**config.mk**
```make
export PLATFORM = sky130hd
export DESIGN_NAME = clipped_rect_raster_engine_unit
export DESIGN_NICKNAME = d
export VERILOG_FILES = /design/src/hw/rtl/crre_pkg.sv /design/src/hw/rtl/clipped_rect_raster_engine_unit.sv /design/src/hw/rtl/crre_front.sv /design/src/hw/rtl/crre_cmd_queue.sv /design/src/hw/rtl/crre_back.sv
export SDC_FILE = /design/constraint.sdc
export NUM_CORES = 2
export LEC_CHECK = 0
export BUFFER_PORTS_ARGS = -buffer_cell sky130_fd_sc_hd__buf_2
export CORE_MARGIN = 2
export CORE_UTILIZATION = 35
export CTS_CLUSTER_DIAMETER = 200
export DETAILED_ROUTE_END_ITERATION = 10
export SLEW_MARGIN = 10
export SYNTH_ARGS = -nofsm -noshare
export SYNTH_HDL_FRONTEND = slang
export SYNTH_HIERARCHICAL = 1
export SYNTH_SLANG_ARGS = --single-unit
```
**constraint.sdc**
```tcl
create_clock -name clk -period 12.26 [get_ports clk]
set_input_delay 0 -clock clk [delete_from_list [all_inputs] [get_ports clk]]
set_output_delay 0 -clock clk [all_outputs]
set_load 0.1 [all_outputs]
```
**src/hw/rtl/crre_pkg.sv**
```systemverilog
// ----------------------------------------------------------------------------
// crre_pkg - shared types and constants for the clipped rectangle raster engine
// Word layouts, opcodes, register indexes and the span clip helper.
// ----------------------------------------------------------------------------
`default_nettype none

package crre_pkg;

	// Largest screen extent honored; fb_width / fb_height are capped here.
	localparam int MAX_DIM = 4096;

	localparam int COORD_W = $clog2(MAX_DIM);   // clipped column / row
	localparam int FB_W    = 13;
	localparam int PITCH_W = 17;
	localparam int OFF_W   = 28;
	localparam int COLOR_W = 32;
	localparam int RECT_W  = 16;
	localparam int SW      = RECT_W + 2;        // signed span math width
	localparam int MUL_W   = COORD_W + PITCH_W;

	localparam int NUM_SPANS = 4;
	localparam int PH_W      = $clog2(NUM_SPANS);

	localparam int CQ_DEPTH = 4;                // front to back queue
	localparam int CQ_AW    = $clog2(CQ_DEPTH);

	// opcodes
	localparam logic [1:0] OP_STEP    = 2'd0;
	localparam logic [1:0] OP_FILL    = 2'd1;
	localparam logic [1:0] OP_OUTLINE = 2'd2;

	// register indexes
	localparam int CFG_IDX_W = 2;
	localparam logic [CFG_IDX_W-1:0] REG_FB_WIDTH  = 2'd0;
	localparam logic [CFG_IDX_W-1:0] REG_FB_HEIGHT = 2'd1;
	localparam logic [CFG_IDX_W-1:0] REG_ROW_PITCH = 2'd2;
	localparam logic [CFG_IDX_W-1:0] REG_ENABLE    = 2'd3;

	localparam logic [FB_W-1:0]    FB_WIDTH_RST  = 13'd1280;
	localparam logic [FB_W-1:0]    FB_HEIGHT_RST = 13'd720;
	localparam logic [PITCH_W-1:0] ROW_PITCH_RST = 17'd5120;

	typedef struct packed {
		logic [1:0]               op;
		logic signed [RECT_W-1:0] rect_x;
		logic signed [RECT_W-1:0] rect_y;
		logic signed [RECT_W-1:0] rect_w;
		logic signed [RECT_W-1:0] rect_h;
		logic [COLOR_W-1:0]       color;
	} cmd_t;

	typedef struct packed {
		logic               write_valid;
		logic [OFF_W-1:0]   byte_offset;
		logic [COLOR_W-1:0] pixel_color;
		logic               last;
		logic               busy_res;
		logic               accepted;
	} res_t;

	// one write descriptor, front to back
	typedef struct packed {
		logic               write_valid;
		logic [COORD_W-1:0] row;
		logic [COORD_W-1:0] col;
		logic [COLOR_W-1:0] color;
		logic               last;
		logic               busy_res;
		logic               accepted;
	} wdesc_t;

	typedef struct packed {
		logic [COORD_W-1:0] c0;
		logic [COORD_W-1:0] c1;
		logic [COORD_W-1:0] r0;
		logic [COORD_W-1:0] r1;
	} span_t;

	typedef struct packed {
		logic               ok;
		logic [COORD_W-1:0] lo;
		logic [COORD_W-1:0] hi;
	} clip_t;

	// Clamp [lo, hi] to [0, lim-1]; ok is low when nothing is left.
	function automatic clip_t clip(input logic signed [SW-1:0] lo,
			input logic signed [SW-1:0] hi, input logic signed [SW-1:0] lim);
		logic signed [SW-1:0] l;
		logic signed [SW-1:0] h;
		logic signed [SW-1:0] top;
		clip_t r;
		top  = SW'(lim - 1);
		l    = (lo < 0) ? '0 : lo;
		h    = (hi > top) ? top : hi;
		r.ok = (l <= h);
		r.lo = COORD_W'(l);
		r.hi = COORD_W'(h);
		return r;
	endfunction

endpackage

`default_nettype wire

```
**src/hw/rtl/clipped_rect_raster_engine_unit.sv**
```systemverilog
// ----------------------------------------------------------------------------
// clipped_rect_raster_engine_unit - clipped rectangle fill / outline engine
// 32-bit-per-pixel framebuffer write generator with screen clipping.
// ----------------------------------------------------------------------------
// Every accepted word yields exactly one result word, in order. A start word
// (fill or outline) clips all of its spans against the screen in the cycle it
// is taken and answers with accepted/busy_res; each later step word yields one
// pixel write (byte offset row*row_pitch + col*4, wrapped to 28 bits) with
// last set on the final write. One word is taken per clock as long as the
// result side drains: the span sequencer advances its cursor with each step
// word it takes and the offset multiply is pipelined. A result becomes
// visible once its word has passed the descriptor queue, the multiply stage,
// the add stage and the result buffer. A four-word descriptor queue plus a
// two-word result buffer let the input side keep going while a result waits
// to be popped. Register writes take effect at once; row_pitch is used as
// each write enters the multiply stage, so change the registers only while
// no word is in flight.
// ----------------------------------------------------------------------------
`default_nettype none

module clipped_rect_raster_engine_unit (
	input  wire logic                             clk,
	input  wire logic                             arst_n,
	// command side
	input  wire logic                             push,
	output logic                                  full,
	input  wire crre_pkg::cmd_t                   cmd,
	// result side
	output logic                                  empty,
	input  wire logic                             pop,
	output crre_pkg::res_t                        res,
	// register writes
	input  wire logic                             cfg_we,
	input  wire logic [crre_pkg::CFG_IDX_W-1:0]   cfg_idx,
	input  wire logic [crre_pkg::PITCH_W-1:0]     cfg_data
);

	// configuration registers
	logic [crre_pkg::FB_W-1:0]    fb_width_q;
	logic [crre_pkg::FB_W-1:0]    fb_height_q;
	logic [crre_pkg::PITCH_W-1:0] row_pitch_q;
	logic                         enable_q;

	logic              acc;      // word taken this cycle
	crre_pkg::wdesc_t  desc;
	crre_pkg::wdesc_t  q_head;
	logic              q_empty, q_pop;

	always_ff @(posedge clk or negedge arst_n) begin
		if (!arst_n) begin
			fb_width_q  <= crre_pkg::FB_WIDTH_RST;
			fb_height_q <= crre_pkg::FB_HEIGHT_RST;
			row_pitch_q <= crre_pkg::ROW_PITCH_RST;
			enable_q    <= 1'b0;
		end else if (cfg_we) begin
			case (cfg_idx)
				crre_pkg::REG_FB_WIDTH:  fb_width_q  <= cfg_data[crre_pkg::FB_W-1:0];
				crre_pkg::REG_FB_HEIGHT: fb_height_q <= cfg_data[crre_pkg::FB_W-1:0];
				crre_pkg::REG_ROW_PITCH: row_pitch_q <= cfg_data;
				crre_pkg::REG_ENABLE:    enable_q    <= cfg_data[0];
				default: begin
				end
			endcase
		end
	end

	// full comes straight from the descriptor queue count: no path from pop
	assign acc = push && !full;

	crre_front u_front (
		.clk       (clk),
		.arst_n    (arst_n),
		.acc       (acc),
		.cmd       (cmd),
		.fb_width  (fb_width_q),
		.fb_height (fb_height_q),
		.enable    (enable_q),
		.desc      (desc)
	);

	crre_cmd_queue u_queue (
		.clk     (clk),
		.arst_n  (arst_n),
		.wr      (acc),
		.wdata   (desc),
		.q_full  (full),
		.rd      (q_pop),
		.q_empty (q_empty),
		.head    (q_head)
	);

	crre_back u_back (
		.clk       (clk),
		.arst_n    (arst_n),
		.q_empty   (q_empty),
		.q_head    (q_head),
		.q_pop     (q_pop),
		.row_pitch (row_pitch_q),
		.empty     (empty),
		.pop       (pop),
		.res       (res)
	);

	a_empty_write_zero: assert property (@(posedge clk) disable iff (!arst_n)
		!empty && !res.write_valid |-> (res.byte_offset == '0) && (res.pixel_color == '0))
		else $error("non-write result carries data");

endmodule

`default_nettype wire

```
**src/hw/rtl/crre_front.sv**
```systemverilog
// ----------------------------------------------------------------------------
// crre_front - command front end
// Takes words, clips all spans of a start at once, sequences pixel steps.
// ----------------------------------------------------------------------------
`default_nettype none

module crre_front (
	input  wire logic                        clk,
	input  wire logic                        arst_n,
	input  wire logic                        acc,
	input  wire crre_pkg::cmd_t              cmd,
	input  wire logic [crre_pkg::FB_W-1:0]   fb_width,
	input  wire logic [crre_pkg::FB_W-1:0]   fb_height,
	input  wire logic                        enable,
	output crre_pkg::wdesc_t                 desc
);

	localparam int SW = crre_pkg::SW;
	localparam int CW = crre_pkg::COORD_W;
	localparam int NS = crre_pkg::NUM_SPANS;
	localparam int PW = crre_pkg::PH_W;

	logic                  active_q;
	logic [PW-1:0]         phase_q;
	logic [NS-1:0]         ok_q;
	crre_pkg::span_t       span_q [NS];
	logic [CW-1:0]         col_q;
	logic [CW-1:0]         row_q;
	logic [crre_pkg::COLOR_W-1:0] color_q;

	logic signed [SW-1:0]  x_e, y_e, w_e, h_e, xr_e, yb_e, lw, lh;
	logic                  w_pos, h_pos, is_start, load, stepping;
	crre_pkg::clip_t       cf, rf, rt, rb, cl, cr;
	crre_pkg::span_t       new_span [NS];
	logic [NS-1:0]         new_ok;
	logic                  new_any, nxt_any, span_done;
	logic [PW-1:0]         new_first, nxt_ph;
	crre_pkg::span_t       cur;

	// screen limits, capped
	assign lw = (SW'(fb_width) > SW'(crre_pkg::MAX_DIM)) ?
		SW'(crre_pkg::MAX_DIM) : SW'(fb_width);
	assign lh = (SW'(fb_height) > SW'(crre_pkg::MAX_DIM)) ?
		SW'(crre_pkg::MAX_DIM) : SW'(fb_height);

	assign x_e  = SW'(cmd.rect_x);
	assign y_e  = SW'(cmd.rect_y);
	assign w_e  = SW'(cmd.rect_w);
	assign h_e  = SW'(cmd.rect_h);
	assign xr_e = SW'(x_e + w_e - 1);
	assign yb_e = SW'(y_e + h_e - 1);
	assign w_pos = (w_e > 0);
	assign h_pos = (h_e > 0);

	assign cf = crre_pkg::clip(x_e, xr_e, lw);
	assign rf = crre_pkg::clip(y_e, yb_e, lh);
	assign rt = crre_pkg::clip(y_e, y_e, lh);
	assign rb = crre_pkg::clip(yb_e, yb_e, lh);
	assign cl = crre_pkg::clip(x_e, x_e, lw);
	assign cr = crre_pkg::clip(xr_e, xr_e, lw);

	// span table: fill uses only span 0; outline is top, bottom, left, right
	always_comb begin
		new_span[0] = '{c0: cf.lo, c1: cf.hi, r0: rf.lo, r1: rf.hi};
		new_span[1] = '{c0: cf.lo, c1: cf.hi, r0: rb.lo, r1: rb.hi};
		new_span[2] = '{c0: cl.lo, c1: cl.hi, r0: rf.lo, r1: rf.hi};
		new_span[3] = '{c0: cr.lo, c1: cr.hi, r0: rf.lo, r1: rf.hi};
		new_ok      = '0;
		if (cmd.op == crre_pkg::OP_FILL) begin
			new_ok[0] = w_pos && h_pos && cf.ok && rf.ok;
		end else begin
			new_span[0] = '{c0: cf.lo, c1: cf.hi, r0: rt.lo, r1: rt.hi};
			new_ok[0]   = w_pos && cf.ok && rt.ok;
			new_ok[1]   = w_pos && cf.ok && rb.ok;
			new_ok[2]   = h_pos && cl.ok && rf.ok;
			new_ok[3]   = h_pos && cr.ok && rf.ok;
		end
	end

	// first live span of a new command, next live span after the current one
	always_comb begin
		new_any   = 1'b0;
		new_first = '0;
		nxt_any   = 1'b0;
		nxt_ph    = '0;
		for (int p = NS - 1; p >= 0; p--) begin
			if (new_ok[p]) begin
				new_any   = 1'b1;
				new_first = PW'(p);
			end
			if (ok_q[p] && (PW'(p) > phase_q)) begin
				nxt_any = 1'b1;
				nxt_ph  = PW'(p);
			end
		end
	end

	assign cur       = span_q[phase_q];
	assign span_done = (col_q >= cur.c1) && (row_q >= cur.r1);
	assign is_start  = (cmd.op == crre_pkg::OP_FILL) || (cmd.op == crre_pkg::OP_OUTLINE);
	assign load      = acc && is_start && !active_q && enable;
	assign stepping  = acc && !is_start && active_q;

	always_comb begin
		desc = '0;
		if (is_start) begin
			if (active_q) begin
				desc.busy_res = 1'b1;   // refused
			end else begin
				desc.accepted = 1'b1;
				desc.busy_res = enable && new_any;
			end
		end else if (active_q) begin
			desc.write_valid = 1'b1;
			desc.row         = row_q;
			desc.col         = col_q;
			desc.color       = color_q;
			desc.last        = span_done && !nxt_any;
			desc.busy_res    = !(span_done && !nxt_any);
		end
	end

	always_ff @(posedge clk or negedge arst_n) begin
		if (!arst_n) begin
			active_q <= 1'b0;
			phase_q  <= '0;
			ok_q     <= '0;
		end else if (load) begin
			active_q <= new_any;
			ok_q     <= new_ok;
			phase_q  <= new_first;
		end else if (stepping && span_done) begin
			if (nxt_any) begin
				phase_q <= nxt_ph;
			end else begin
				active_q <= 1'b0;
				phase_q  <= '0;
			end
		end
	end

	always_ff @(posedge clk) begin
		if (load) begin
			span_q  <= new_span;
			color_q <= cmd.color;
			col_q   <= new_span[new_first].c0;
			row_q   <= new_span[new_first].r0;
		end else if (stepping) begin
			if (col_q < cur.c1) begin
				col_q <= col_q + 1'b1;
			end else if (row_q < cur.r1) begin
				col_q <= cur.c0;
				row_q <= row_q + 1'b1;
			end else if (nxt_any) begin
				col_q <= span_q[nxt_ph].c0;
				row_q <= span_q[nxt_ph].r0;
			end
		end
	end

	a_active_span_live: assert property (@(posedge clk) disable iff (!arst_n)
		active_q |-> ok_q[phase_q])
		else $error("active with a dead span");

	a_cursor_in_span: assert property (@(posedge clk) disable iff (!arst_n)
		active_q |-> (col_q >= cur.c0) && (col_q <= cur.c1) &&
			(row_q >= cur.r0) && (row_q <= cur.r1))
		else $error("cursor outside span");

	a_last_ends: assert property (@(posedge clk) disable iff (!arst_n)
		acc && desc.last |=> !active_q)
		else $error("last write but engine still active");

endmodule

`default_nettype wire

```
**src/hw/rtl/crre_cmd_queue.sv**
```systemverilog
// ----------------------------------------------------------------------------
// crre_cmd_queue - write descriptor queue
// Short register queue between the front end and the offset pipeline.
// ----------------------------------------------------------------------------
`default_nettype none

module crre_cmd_queue (
	input  wire logic              clk,
	input  wire logic              arst_n,
	input  wire logic              wr,
	input  wire crre_pkg::wdesc_t  wdata,
	output logic                   q_full,
	input  wire logic              rd,
	output logic                   q_empty,
	output crre_pkg::wdesc_t       head
);

	localparam int AW = crre_pkg::CQ_AW;

	crre_pkg::wdesc_t  mem_q [crre_pkg::CQ_DEPTH];
	logic [AW-1:0]     wptr_q, rptr_q;
	logic [AW:0]       count_q;
	logic              do_wr, do_rd;

	assign q_full  = (count_q == (AW+1)'(crre_pkg::CQ_DEPTH));
	assign q_empty = (count_q == '0);
	assign head    = mem_q[rptr_q];
	assign do_wr   = wr && !q_full;
	assign do_rd   = rd && !q_empty;

	always_ff @(posedge clk) begin
		if (do_wr) begin
			mem_q[wptr_q] <= wdata;
		end
	end

	always_ff @(posedge clk or negedge arst_n) begin
		if (!arst_n) begin
			wptr_q  <= '0;
			rptr_q  <= '0;
			count_q <= '0;
		end else begin
			if (do_wr) wptr_q <= wptr_q + 1'b1;
			if (do_rd) rptr_q <= rptr_q + 1'b1;
			if (do_wr && !do_rd) count_q <= count_q + 1'b1;
			else if (do_rd && !do_wr) count_q <= count_q - 1'b1;
		end
	end

	a_count_bound: assert property (@(posedge clk) disable iff (!arst_n)
		count_q <= (AW+1)'(crre_pkg::CQ_DEPTH))
		else $error("queue count overflow");

endmodule

`default_nettype wire

```
**src/hw/rtl/crre_back.sv**
```systemverilog
// ----------------------------------------------------------------------------
// crre_back - offset pipeline and result buffer
// row*pitch in stage 1, plus col*4 in stage 2, then a two-word result queue.
// ----------------------------------------------------------------------------
`default_nettype none

module crre_back (
	input  wire logic                           clk,
	input  wire logic                           arst_n,
	input  wire logic                           q_empty,
	input  wire crre_pkg::wdesc_t               q_head,
	output logic                                q_pop,
	input  wire logic [crre_pkg::PITCH_W-1:0]   row_pitch,
	output logic                                empty,
	input  wire logic                           pop,
	output crre_pkg::res_t                      res
);

	localparam int OW = crre_pkg::OFF_W;
	localparam int MW = crre_pkg::MUL_W;
	localparam int OB_DEPTH = 2;

	// stage 1
	logic                       valid_s1;
	logic [OW-1:0]              rowoff_s1;
	crre_pkg::wdesc_t           desc_s1;
	// stage 2
	logic                       valid_s2;
	crre_pkg::res_t             res_s2;
	// result buffer
	crre_pkg::res_t             ob_q [OB_DEPTH];
	logic                       ob_wptr_q, ob_rptr_q;
	logic [1:0]                 ob_cnt_q;

	logic                       ob_full, ob_push, ob_pop, advance;
	logic [MW-1:0]              mul;

	assign ob_full = (ob_cnt_q == 2'(OB_DEPTH));
	assign advance = !valid_s2 || !ob_full;
	assign q_pop   = advance && !q_empty;
	assign ob_push = valid_s2 && !ob_full;
	assign ob_pop  = pop && !empty;
	assign empty   = (ob_cnt_q == '0);
	assign res     = ob_q[ob_rptr_q];
	assign mul     = MW'(q_head.row) * MW'(row_pitch);

	always_ff @(posedge clk or negedge arst_n) begin
		if (!arst_n) begin
			valid_s1 <= 1'b0;
			valid_s2 <= 1'b0;
		end else if (advance) begin
			valid_s1 <= q_pop;
			valid_s2 <= valid_s1;
		end
	end

	always_ff @(posedge clk) begin
		if (advance) begin
			rowoff_s1              <= OW'(mul);
			desc_s1                <= q_head;
			res_s2.write_valid     <= desc_s1.write_valid;
			res_s2.byte_offset     <= rowoff_s1 + OW'({desc_s1.col, 2'b00});
			res_s2.pixel_color     <= desc_s1.color;
			res_s2.last            <= desc_s1.last;
			res_s2.busy_res        <= desc_s1.busy_res;
			res_s2.accepted        <= desc_s1.accepted;
		end
		if (ob_push) begin
			ob_q[ob_wptr_q] <= res_s2;
		end
	end

	always_ff @(posedge clk or negedge arst_n) begin
		if (!arst_n) begin
			ob_wptr_q <= 1'b0;
			ob_rptr_q <= 1'b0;
			ob_cnt_q  <= '0;
		end else begin
			if (ob_push) ob_wptr_q <= !ob_wptr_q;
			if (ob_pop)  ob_rptr_q <= !ob_rptr_q;
			if (ob_push && !ob_pop) ob_cnt_q <= ob_cnt_q + 1'b1;
			else if (ob_pop && !ob_push) ob_cnt_q <= ob_cnt_q - 1'b1;
		end
	end

	a_stall_holds: assert property (@(posedge clk) disable iff (!arst_n)
		valid_s2 && ob_full && !ob_pop |=> valid_s2 && $stable(res_s2))
		else $error("stage 2 word lost under stall");

endmodule

`default_nettype wire
```
==> results by stage <==
Status:
- The run finished with clean final reports.

Global route:
- Summed over all layers, the global routing overflow is 0.
- For this run, the total global-route usage over all layers was measured as 0.1727.
- Entering global routing, the biggest net connects 91 pins.
- In this run the most used layer during global routing was met2.
- For this run, global-route usage on met1 was measured as 0.2330.
- The initial antenna violation count is 7.
- The via count of the first global-routing pass came to 28150.
- The first global-routing pass estimated 168.6 mm of wire.
- The met3 track demand over resource is 0.02277.
- The global routing usage on met2 is 0.2904.

Clocking:
- The cell at the root of the clock tree is sky130_fd_sc_hd__clkbuf_16.
- TritonCTS built the clock tree.
- The number of clock sinks seen by CTS is 723.
- The number of buffers created by CTS is 78.
- The worst-case clock buffer depth is 3.
- The clock reaches the later pin of the worst-skew pair after 0.66 ns.
- The deepest level of the CTS H-tree is 3.
- Buffers added to address setup during post-CTS repair amount to 0.
- Clock-pin slew was measured on the worst setup and hold paths at 0.06 ns.

Routing:
- The overall via count from detail_route is 27650.
- The number of nets with antenna violations after detailed routing is 0.
- The per-cell routed wire length is 20.00 um.
- The length of the first detailed-routing pass in iterations is 5.
- For this run, design rule violations remaining after detail routing come to 0.
- In this run, the number of DRC markers left after iteration 0 of detailed routing was 2081.
- In the routed layout, each cell is associated on average with a via count of 5.064.
- Wires add up to 109.2 mm.

Synthesis:
- The Yosys step of the flow raised 6 warnings.
- Yosys mapped a number of flops with a built-in enable equal to 660.
- Summing every instance area after synthesis gives 43130 um^2.
- The fraction of registers with async set/reset is 0.08714.
- The synthesized design contains 723 register bits.
- Averaged over all synthesized cells, the footprint is 12.28 um^2.
- Of the post-synthesis cell area, the dominant cell type holds 0.4595.
- In the synthesized netlist the dominant register cell turns out to be sky130_fd_sc_hd__edfxtp_1.
- In the post-synthesis netlist, the biggest area contributors are sky130_fd_sc_hd__edfxtp_1 46%, sky130_fd_sc_hd__ha_1 9.6%, sky130_fd_sc_hd__fa_1 7.1%, sky130_fd_sc_hd__inv_1 3.7%, sky130_fd_sc_hd__mux2_2 3.3%.
- For this run, the register share of the synthesized area comes to 0.4963.
- The post-synthesis net count is 4118.
- After technology mapping, the gate count stands at 3513.
- Of all cell types, the one taking the most synthesized area is sky130_fd_sc_hd__edfxtp_1.
- After synthesis, the netlist uses 100 different library cells.

Setup path:
- The gate family responsible for the most delay along the worst path is compound AO/OA/AOI/OAI gates.
- Together, buffers and inverters on the worst path number 1.
- The largest stage delay on the critical path is 0.87 ns.
- The standard cell with the maximum stage delay on the critical path is sky130_fd_sc_hd__a311oi_2.
- The required time reported for the critical path endpoint is 12.78 ns.
- The data arrival time at the worst-slack endpoint is 10.55 ns.
- The kind of end point of the critical path is a register.
- The type of the worst setup path is reg2reg.
- Along the worst path, the maximum fanout reaches 31.
- The cell that appears most often on the critical path is sky130_fd_sc_hd__a21oi_1.
- The worst setup path is launched from a register.

Timing:
- The final worst clock skew is 0.05260 ns.
- Counting I/O delays and the setup requirement, the final critical path takes 10.03 ns.
- The final hold violation count is 0.
- The fmax is 99.68 MHz.
- The share of the cycle needed by the critical path after routing is 0.8183.
- Setup violations remaining at the end of the flow were counted as 0.
- Setup repair after global routing left no endpoint under its margin.
- The slew of the pin with the lowest slew margin is 1.143 ns.
- The setup total negative slack is 0 ns.
- The max-slew violation count is 0.
- The worst slew margin relative to its limit is 0.2353.

Cells and area:
- The number of antenna diodes in the final layout is 0.
- The total of fill cells in the finished design is 11610.
- Summing all multi-input logic gate instances after layout gives 19550 um^2.
- The layout cell share with drive strength beyond 1 is 0.1473.
- The area taken by flip-flops and latches is 21410 um^2.
- At the end of the flow, the number of nets in the layout was 4378.
- Relative to the synthesized area, the layout overhead comes to 14.18%.

Placement:
- The congestion estimate from routability-driven global placement came to 0.9031.
- Once detailed placement completed, the half-perimeter wirelength came to 79.94 mm.
- The total of buffers placed on input and output ports is 187.

Floorplan:
- The total core area is 122000 um^2.
- From left edge to right edge, the die measures 355.0 um.
- The count of standard-cell rows is 128.
- The height of the die is 355.0 um.
- For this configuration, the core starts out at a cell density of 0.3534.
- The top-level I/O count is 188.
- The floorplan step defined a die boundary enclosing 126100 um^2.

Worst hold path:
- The worst min-delay path category is in2reg.

Flow run:
- The max-cap check violation count is 0.
-- per-layer routing --
layer | routed length, um | part of all wire
met1 | 49160 | 0.45
met2 | 52910 | 0.48
met3 | 4629 | 0.042
met4 | 2494 | 0.023
met5 | 26 | 0.00024
-- flip-flops by register name (all words and copies together) (netlist names), 3 cells and up --
signal	flops
u_front/span_q	96
fb_width_q	13
u_back/ob_q	128
u_back/desc_s1	48
u_queue/count_q	3
u_back/rowoff_s1	28
fb_height_q	13
u_front/color_q	32
u_back/res_s2	64
u_front/ok_q	3
u_front/col_q	12
row_pitch_q	17
u_queue/mem_q	240
u_front/row_q	12
-- what timing repair did --
| item | 4_1_cts | 5_1_grt |
|---|---|---|
| resized for setup | 0 | 0 |
| hold endpoints to repair | 199 | 0 |
| hold buffers | 90 | 0 |
-- cell usage in the layout, fill, tap and decap left out, types with 21 or more instances in the layout --
cell type                       netlist  layout
sky130_fd_sc_hd__xor2_1              34      34
sky130_fd_sc_hd__nor2_1             176     175
sky130_fd_sc_hd__nand4_1             41      41
sky130_fd_sc_hd__o21a_1              21      21
sky130_fd_sc_hd__xnor2_1             75      75
sky130_fd_sc_hd__dfrtp_1             55      52
sky130_fd_sc_hd__nor3_1              32      32
sky130_fd_sc_hd__and3_1              69      68
sky130_fd_sc_hd__nor2b_1             41      41
sky130_fd_sc_hd__nand2b_1            42      42
sky130_fd_sc_hd__o21ai_0             83      83
sky130_fd_sc_hd__inv_1              428     427
sky130_fd_sc_hd__mux2_2             127     127
sky130_fd_sc_hd__a21oi_1            153     153
sky130_fd_sc_hd__and2_1              91      87
sky130_fd_sc_hd__nand2_1            251     251
sky130_fd_sc_hd__mux4_2              58      58
sky130_fd_sc_hd__buf_2                9     186
sky130_fd_sc_hd__mux2i_1             57      57
sky130_fd_sc_hd__clkbuf_16            0      79
sky130_fd_sc_hd__nand3_1             51      51
sky130_fd_sc_hd__ha_1               330     330
sky130_fd_sc_hd__fa_1               153     153
sky130_fd_sc_hd__a21o_1              67      67
sky130_fd_sc_hd__edfxtp_1           660     660
sky130_fd_sc_hd__o211ai_1            32      32
sky130_fd_sc_hd__buf_4                1      26
sky130_fd_sc_hd__dlygate4sd3_1        0      90
sky130_fd_sc_hd__a211oi_1            32      32
-- final timing paths --
path	startpoint	to	slack [ns]	depth (start not counted)
worst max register to register	fb_height_q[2]	u_front/col_q[7]	2.23	32
min in group asynchronous	arst_n	fb_height_q[6]	0.47	3
worst min register to register	u_back/desc_s1[33]	u_back/res_s2[33]	0.41	0
worst min-delay path	cmd[95]	u_front/span_q[93]	0.04	2
max in group asynchronous	arst_n	row_pitch_q[13]	10.65	4
worst max-delay path	fb_height_q[2]	u_front/col_q[7]	2.23	32
-- area by class of cell --
class,instances,share of cell area
Clock inverter,43,0.01042
Sequential cell,723,0.4348
Inverter,430,0.03298
Multi-Input combinational cell,2238,0.3969
Tap cell,1625,0.04129
Timing Repair Buffer,302,0.04116
Clock buffer,99,0.04248
-- kinds of logic after synthesis --
group | share of synthesized area
and+or+nand+nor | 0.1009
AOI/OAI and AO/OA | 0.08404
xor gates and xnor gates | 0.02214
adders and majority gates | 0.1670
buffers and inverters | 0.05135
DFF | 0.4963
muxes | 0.07824
-- through the flow --
stage | utilization | cell area [um^2] | hold WS, ns | instances | setup slack, ns
2_1_floorplan | - | 43130 | -0.2956 | 3513 | 3.795
3_3_place_gp | 0.3748 | 45740 | -0.09918 | 5228 | 2.744
3_5_place_dp | 0.3748 | 45740 | -0.09745 | 5228 | 2.551
4_1_cts | 0.4035 | 49250 | 0.002501 | 5460 | 2.464
5_1_grt | 0.4035 | 49250 | 0.02044 | 5460 | 1.477
6_report | 0.4035 | 49250 | 0.04002 | 5460 | 2.228
-- worst register-to-register path: cells and delay by family, from the launching register on --
| family | cells | cell delay [ns] |
|---|---|---|
| compound gates | 18 | 5.73 |
| fa+ha+maj | 3 | 1.05 |
| buf+inv | 1 | 0.14 |
| flops | 1 | 0.41 |
| mux | 2 | 0.61 |
| simple gates | 8 | 1.95 |
-- Yosys cell counts, drive strengths merged, types with 7 or more instances --
library cell    n
a221o          12
a211o           8
nand2         251
and2           91
nor3b           7
nor3           32
o311ai         11
mux4           60
mux2          128
ha            330
a21o           67
a211oi         33
buf            24
a31oi          17
inv           429
dfstp           8
clkbuf         98
nor2b          41
dfrtp          55
mux2i          57
o21ai          91
or2             7
nor2          176
o211ai         33
nand3          51
and3           69
nor4           16
o21bai          8
xnor2          75
or3            16
a21oi         153
edfxtp        660
xor2           34
nand2b         42
nand4          41
o21a           21
fa            153
o31ai           9
Power is not shown: default switching activity piles up to over one toggle a cycle in this logic, so the estimate is an artifact.
